==> src/hw/rtl/cec_pkg.sv <==
package cec_pkg;

  // Default sizing
  localparam int MAX_CIRCLES_DEF = 64;
  localparam int FRAC_BITS_DEF   = 16;

  // Iterative units: one result bit per step
  localparam int SQRT_STEPS = 32;
  localparam int DIV_STEPS  = 32;
  localparam logic [63:0] SQRT_BIT0 = 64'h4000_0000_0000_0000;

  // One stored circle
  typedef struct packed {
    logic signed [31:0] pos_x;
    logic signed [31:0] pos_y;
    logic signed [31:0] vel_x;
    logic signed [31:0] vel_y;
    logic        [30:0] radius;
  } rec_t;

  // Datapath operations
  typedef enum logic [3:0] {
    OP_NONE,
    OP_LOAD_I,
    OP_LOAD_J,
    OP_DIFF,
    OP_SQ,
    OP_CMP,
    OP_OV,
    OP_PROD,
    OP_DIV,
    OP_QSTORE,
    OP_DOT,
    OP_DOTSUM,
    OP_VEL,
    OP_UPD,
    OP_OUT
  } dp_op_t;

  // Memory write source
  typedef enum logic [1:0] {
    WR_LOAD,
    WR_I,
    WR_J
  } wsel_t;

  // Which quotient the divider produces
  typedef enum logic [1:0] {
    DSEL_PX,
    DSEL_PY,
    DSEL_NX,
    DSEL_NY
  } dsel_t;

  typedef struct packed {
    dp_op_t op;
    logic   mem_we;
    wsel_t  wsel;
    dsel_t  dsel;
  } cmd_t;

  typedef struct packed {
    logic skip;
    logic sqrt_busy;
    logic div_busy;
  } status_t;

endpackage

==> src/hw/rtl/cec_ctrl.sv <==
module cec_ctrl import cec_pkg::*; #(
  parameter int MAX_CIRCLES = MAX_CIRCLES_DEF
) (
  input  logic                           clk,
  input  logic                           rst,
  input  logic                           in_valid,
  input  logic                           in_last,
  output logic                           in_ready,
  output logic                           out_valid,
  input  logic                           out_ready,
  output logic                           out_last,
  output logic [5:0]                     out_index,
  output cmd_t                           cmd,
  output logic [$clog2(MAX_CIRCLES)-1:0] addr,
  input  status_t                        status
);

  localparam int IW = $clog2(MAX_CIRCLES);
  localparam int CW = $clog2(MAX_CIRCLES + 1);

  typedef enum logic [21:0] {
    S_LOAD     = 22'h000001,
    S_PAIR     = 22'h000002,
    S_RD_I     = 22'h000004,
    S_RD_J     = 22'h000008,
    S_CAP_J    = 22'h000010,
    S_DIFF     = 22'h000020,
    S_SQ       = 22'h000040,
    S_CMP      = 22'h000080,
    S_SQRT     = 22'h000100,
    S_OV       = 22'h000200,
    S_PROD     = 22'h000400,
    S_DIV      = 22'h000800,
    S_DIV_WAIT = 22'h001000,
    S_DOT      = 22'h002000,
    S_DOTSUM   = 22'h004000,
    S_VEL      = 22'h008000,
    S_UPD      = 22'h010000,
    S_WR_I     = 22'h020000,
    S_WR_J     = 22'h040000,
    S_OUT_RD   = 22'h080000,
    S_OUT_CAP  = 22'h100000,
    S_OUT_WAIT = 22'h200000
  } state_t;

  state_t        state, state_next;
  logic [CW-1:0] count, count_next;
  logic [CW-1:0] i, i_next;
  logic [CW-1:0] j, j_next;
  dsel_t         dsel, dsel_next;
  logic [CW-1:0] i_adv, j_adv;
  logic          full;
  logic [IW+5:0] idx_wide;

  always_ff @(posedge clk) begin
    if (rst) begin
      state <= S_LOAD;
      count <= '0;
      i     <= '0;
      j     <= '0;
      dsel  <= DSEL_PX;
    end else begin
      state <= state_next;
      count <= count_next;
      i     <= i_next;
      j     <= j_next;
      dsel  <= dsel_next;
    end
  end

  // Next ordered pair, j inner
  always_comb begin
    if (j + CW'(1) == count) begin
      j_adv = '0;
      i_adv = i + CW'(1);
    end else begin
      j_adv = j + CW'(1);
      i_adv = i;
    end
  end

  assign full      = count == CW'(MAX_CIRCLES);
  assign idx_wide  = (IW + 6)'(i[IW-1:0]);
  assign out_index = idx_wide[5:0];
  assign out_last  = i + CW'(1) == count;

  // Sequencer
  always_comb begin
    state_next = state;
    count_next = count;
    i_next     = i;
    j_next     = j;
    dsel_next  = dsel;
    in_ready   = 1'b0;
    out_valid  = 1'b0;
    addr       = i[IW-1:0];
    cmd        = '{op: OP_NONE, mem_we: 1'b0, wsel: WR_LOAD, dsel: dsel};

    unique case (state)
      S_LOAD: begin
        in_ready = 1'b1;
        addr     = count[IW-1:0];
        if (in_valid) begin
          if (!full) begin
            cmd.mem_we = 1'b1;
            count_next = count + CW'(1);
          end
          if (in_last) begin
            i_next     = '0;
            j_next     = '0;
            state_next = S_PAIR;
          end
        end
      end
      S_PAIR: begin
        if (i == count) begin
          i_next     = '0;
          state_next = S_OUT_RD;
        end else if (i == j) begin
          i_next = i_adv;
          j_next = j_adv;
        end else begin
          state_next = S_RD_I;
        end
      end
      S_RD_I: state_next = S_RD_J;
      S_RD_J: begin
        addr       = j[IW-1:0];
        cmd.op     = OP_LOAD_I;
        state_next = S_CAP_J;
      end
      S_CAP_J: begin
        cmd.op     = OP_LOAD_J;
        state_next = S_DIFF;
      end
      S_DIFF: begin
        cmd.op     = OP_DIFF;
        state_next = S_SQ;
      end
      S_SQ: begin
        cmd.op     = OP_SQ;
        state_next = S_CMP;
      end
      S_CMP: begin
        cmd.op = OP_CMP;
        if (status.skip) begin
          i_next     = i_adv;
          j_next     = j_adv;
          state_next = S_PAIR;
        end else begin
          state_next = S_SQRT;
        end
      end
      S_SQRT: begin
        if (!status.sqrt_busy) begin
          state_next = S_OV;
        end
      end
      S_OV: begin
        cmd.op     = OP_OV;
        state_next = S_PROD;
      end
      S_PROD: begin
        cmd.op     = OP_PROD;
        dsel_next  = DSEL_PX;
        state_next = S_DIV;
      end
      S_DIV: begin
        cmd.op     = OP_DIV;
        state_next = S_DIV_WAIT;
      end
      S_DIV_WAIT: begin
        if (!status.div_busy) begin
          cmd.op = OP_QSTORE;
          if (dsel == DSEL_NY) begin
            state_next = S_DOT;
          end else begin
            dsel_next  = dsel_t'(dsel + 2'd1);
            state_next = S_DIV;
          end
        end
      end
      S_DOT: begin
        cmd.op     = OP_DOT;
        state_next = S_DOTSUM;
      end
      S_DOTSUM: begin
        cmd.op     = OP_DOTSUM;
        state_next = S_VEL;
      end
      S_VEL: begin
        cmd.op     = OP_VEL;
        state_next = S_UPD;
      end
      S_UPD: begin
        cmd.op     = OP_UPD;
        state_next = S_WR_I;
      end
      S_WR_I: begin
        cmd.mem_we = 1'b1;
        cmd.wsel   = WR_I;
        state_next = S_WR_J;
      end
      S_WR_J: begin
        addr       = j[IW-1:0];
        cmd.mem_we = 1'b1;
        cmd.wsel   = WR_J;
        i_next     = i_adv;
        j_next     = j_adv;
        state_next = S_PAIR;
      end
      S_OUT_RD: state_next = S_OUT_CAP;
      S_OUT_CAP: begin
        cmd.op     = OP_OUT;
        state_next = S_OUT_WAIT;
      end
      S_OUT_WAIT: begin
        out_valid = 1'b1;
        if (out_ready) begin
          if (out_last) begin
            count_next = '0;
            i_next     = '0;
            state_next = S_LOAD;
          end else begin
            i_next     = i + CW'(1);
            state_next = S_OUT_RD;
          end
        end
      end
      default: state_next = S_LOAD;
    endcase
  end

endmodule

==> config.mk <==
export PLATFORM = sky130hd
export DESIGN_NAME = cec_ctrl
export DESIGN_NICKNAME = d
export VERILOG_FILES = /design/src/hw/rtl/cec_pkg.sv /design/src/hw/rtl/cec_ctrl.sv
export SDC_FILE = /design/constraint.sdc
export NUM_CORES = 1
export LEC_CHECK = 0
export ABC_AREA = 1
export BUFFER_PORTS_ARGS = -buffer_cell sky130_fd_sc_hd__buf_2
export CAP_MARGIN = 0
export CORE_ASPECT_RATIO = 1.25
export CORE_MARGIN = 1.5
export CORE_UTILIZATION = 50
export CTS_BUF_LIST = sky130_fd_sc_hd__clkbuf_8
export CTS_CLUSTER_DIAMETER = 30
export DETAILED_ROUTE_END_ITERATION = 16
export PLACE_DENSITY = 0.69
export SYNTH_ARGS = -nofsm -noshare
export SYNTH_HDL_FRONTEND = slang
export SYNTH_SLANG_ARGS = --single-unit
==> constraint.sdc <==
create_clock -name clk -period 5.3 [get_ports clk]
set_clock_uncertainty 0.2 [all_clocks]
set_input_delay 0.795 -clock clk [delete_from_list [all_inputs] [get_ports clk]]
set_output_delay 0.795 -clock clk [all_outputs]
set_load 0.1 [all_outputs]
# == Word-level counts from Yosys, hierarchy flattened ==
# Cells that the tools add are included.
# classes
eq_ne,41
n_addsub,4
n_mux,42
reduce_logical,11
# ops
cell,count
case mux 22 bit (22 select lines),1
two-way mux 22 bit,7
two-way mux 7 bit,16
case mux 4 bit (14 select lines),1
case mux 7 bit (5 select lines),1
equality test 7 bit,4
case mux 7 bit (4 select lines),1
equality test 22 x 1 -> 1 bit (second input constant),1
equality test 22 x 10 -> 1 bit (second input constant),1
equality test 22 x 11 -> 1 bit (second input constant),1
equality test 22 x 12 -> 1 bit (second input constant),1
equality test 22 x 13 -> 1 bit (second input constant),1
equality test 22 x 14 -> 1 bit (second input constant),1
equality test 22 x 15 -> 1 bit (second input constant),1
equality test 22 x 16 -> 1 bit (second input constant),1
equality test 22 x 17 -> 1 bit (second input constant),1
equality test 22 x 18 -> 1 bit (second input constant),1
equality test 22 x 19 -> 1 bit (second input constant),1
equality test 22 x 2 -> 1 bit (second input constant),1
equality test 22 x 20 -> 1 bit (second input constant),1
equality test 22 x 21 -> 1 bit (second input constant),1
equality test 22 bit (second input constant),1
equality test 22 x 3 -> 1 bit (second input constant),1
equality test 22 x 4 -> 1 bit (second input constant),1
other kinds (28),50
# word_totals
out_inout_bits,24
regBits,45

# == Depth between registers and ports, before layout ==
# logic_depth
ltp_word,6
ltp_mapped,16
ltp_nobuf,15

# == Least setup slack after synthesis ==
# No wires, ideal clock.
# synth_timing
path_kind,register to output
start,register state[4]
end,output port cmd[8] (netlist name)
required_time_ps,4305
t_arrival_ps,2620
stages_incl_launch_ff,8
n_path_buf,0
setup_slack_ps,1685
path_cell_list,dfxtp_1 -> nor2_2 -> nand2_1 -> inv_1 -> nand2_1 -> nor2_2 -> nand2_1 -> o2111ai_1
# synth_rtl
item,line,rtl
"start, declared",cec_ctrl.sv:46,"state_t state, state_next;"
"start signal, assigned",cec_ctrl.sv:63,state <= state_next;
"end, declared",cec_ctrl.sv:13,"output cmd_t cmd,"

# == Final worst setup path ==
# layout_timing
start,register state[0]
end,output port addr[0]
# layout_between
elab_chain_cells,3
# layout_lines
item,line,rtl
equality test 22 x 19 -> 1 bit or equality test 22 x 4 -> 1 bit (tied branches),cec_ctrl.sv:99,unique case (state)
OR reduction 2 bit (no line),n/a,
case mux 6 bit (2 select lines) *,cec_ctrl.sv:99,
"end, declared",cec_ctrl.sv:14,"output logic [$clog2(MAX_CIRCLES)-1:0] addr,"
# Mark *: on every way between the ends. The rest lies on a longest branch, timed or not.

==> metrics <==
Layout Nets=646; Syn. warnings=0; Slew Limit Headroom=56.8%; Post-Syn Area=3780 um^2; combinational group share of total power=46.8%; final core occ=54.4%; post-CTS sizing=0; async set or reset register ratio after synthesis=0%; Starting Density=51.4%; via-per-instance ratio=5.47; sequential area share after synthesis=23.8%; initial antenna violation count=0; post-place setup slack=2.00 ns; Final Non-Filler Cells=726; row cnt=35; Critical Path End Type=output port; CP max FO=11; vias in the first global route=3767; GR Util All Layers=27.5%; remaining global-route overflow=0; gpl congestion=0.973; htree depth=2; first-pass GRT wire length=17.3 mm; worst vdd ir=0.000255 V; post-route setup slack=1.62 ns; setup TNS=0 ns; Int Power=677 uW; Clock Path Buffers=2; power per standard cell area=328 nW/um^2; period utilization=69.5%; top_reg_cell synth=dfxtp_1; share of layout cells above drive strength 1=13.6%; placed cells=718; full die area=8100 um^2; Clk Latency, worst-skew pair=0.32 ns; Fin. Hold Viols=0; storage element area=901 um^2; Initial DRT Pass Iterations=5; MaxCap Viol Count=0; Post-Syn Nets=634; Required @ worst endpoint=4.30 ns; top-area cell type share of the netlist area=23.8%; largest net degree at the start of global routing=33; FMAX=0.271 GHz; TritonCTS Buffers=5; Yosys cell types=40; Synth area leaders=dfxtp_1 (24%), nand2_1 (16%), nor2_1 (10%); post-place instance area=3890 um^2; final instance area=4000 um^2; via count=3970; EDFF count, synth=0; Slew Limit Fails=0; leading cell types by count after synthesis=nand2_1 (159), nor2_1 (102), inv_1 (78); WL/cell=14.5 um; final setup violation count=0; Worst EP arrival=2.69 ns; sequential fraction of design power=32.1%; Yosys top cell by area=dfxtp_1; WHS=0.286 ns; Sw Pwr=638 uW; core footprint=7360 um^2; die height=100 um; Clock power frac=21.0%; cell with the most instances after synthesis=nand2_1; Post-CTS Setup Inserts=0; hold buffer count at cts=0; r2r setup slk=2.69 ns; P&R area growth vs syn=5.89%; antenna viol nets, final=0; sw frac=48.5%; Tot Pwr=1.32 mW; Detailed Place HPWL=8.25 mm; Reg clk slew, reported paths=0.10 ns; CTS tree=built; Setup Crit Path Kind=flip-flop to output port; RSZ-0062 raised after global routing=no; FILL cells=798; worst hold path class=flip-flop to flip-flop; Mapped Cells=621; startpoint types=flip-flop; Iter 0 DRT Violations=227; clock root buffer master=clkbuf_8; leak pwr=2.04 nW; Die X=80.8 um; total I/O pin count=32; residual DRC count=0; final WL=10.5 mm; area of the multi-input gates=2410 um^2; Worst Tran Pin Value=0.648 ns; clock sinks=45; min Tclk post-route=3.68 ns; Antenna Cells=0; Syn Area/Cell=6.09 um^2; IO buf count=31; Seq cells post-synth=45; outcome=completed
-- routing by layer --
metal	global-route usage, %	wire length, um	share of wire, %
met1	29.5	4070	39
met2	50.5	5420	51
met3	3.36	534	5.1
met4	15.8	514	4.9
met5	0	0	0
-- final cells by class --
class,instances,area share [%]
Clock inverter,3,1.16
Sequential cell,45,22.5
Timing Repair Buffer,31,3.88
Multi-Input combinational cell,468,60.2
Clock buffer,5,1.72
Inverter,82,7.69
Tap cell,92,2.87
-- cells in the final DEF, fill, tap and decap left out, types with 3 or more instances in the layout --
cell type,count
a22oi_1,6
nor2_1,102
ha_1,5
nand2_4,7
o21ai_0,6
nor2_2,8
nand2_2,6
nand3_2,4
nor3_1,12
o21ai_2,3
nand2_1,159
nand3_1,68
buf_2,31
dfxtp_1,45
clkbuf_8,5
nor2_4,7
xnor2_1,5
xor2_1,14
inv_1,78
nand4_1,19
a21oi_1,18
-- worst max-delay path, stage by stage (launching register included) --
cell     delay [ns]
dfxtp_1        0.34
nor2_1         0.18
nand2_1        0.18
nor2_2         0.45
nand2_2        0.12
inv_2          0.13
nand2_2        0.11
nand2_1        0.24
nor2_1         0.17
nand2_1        0.10
nand2_1        0.06
buf_2          0.29
-- power groups by stage --
stage               clock network, mW  registers [mW]  logic, mW
floorplan                           0           0.394      0.533
CTS                             0.281           0.421      0.608
finish                          0.277           0.422      0.616
detailed placement                  0           0.429      0.605
global route                    0.294           0.428      0.688
global placement                    0           0.429      0.595
-- registers in the layout, summed over array words and instances, names as in the netlist --
| register | count |
|---|---|
| i | 7 |
| j | 7 |
| count | 7 |
| state | 22 |
| dsel | 2 |
-- cells by family (layout without fill, tap and decap cells) --
kind of cell / count (synthesis) / after routing / synth area share, %
adders and majority gates: 5 / 5 / 1.65
xor gates and xnor gates: 19 / 19 / 4.40
and+or+nand+nor: 402 / 402 / 50.4
DFF: 45 / 45 / 23.8
AOI/OAI and AO/OA: 42 / 42 / 7.25
buffers and inverters: 108 / 121 / 12.4
-- worst paths after layout --
kind / start / end / depth (start not counted)
worst min register to register: dsel[1] / dsel[1] / 2
worst max-delay path: state[0] / addr[0] / 11
worst min-delay path: dsel[1] / dsel[1] / 2
worst max register to register: i[0] / i[0] / 12
No activity file was read; power rests on OpenSTA's default activity.
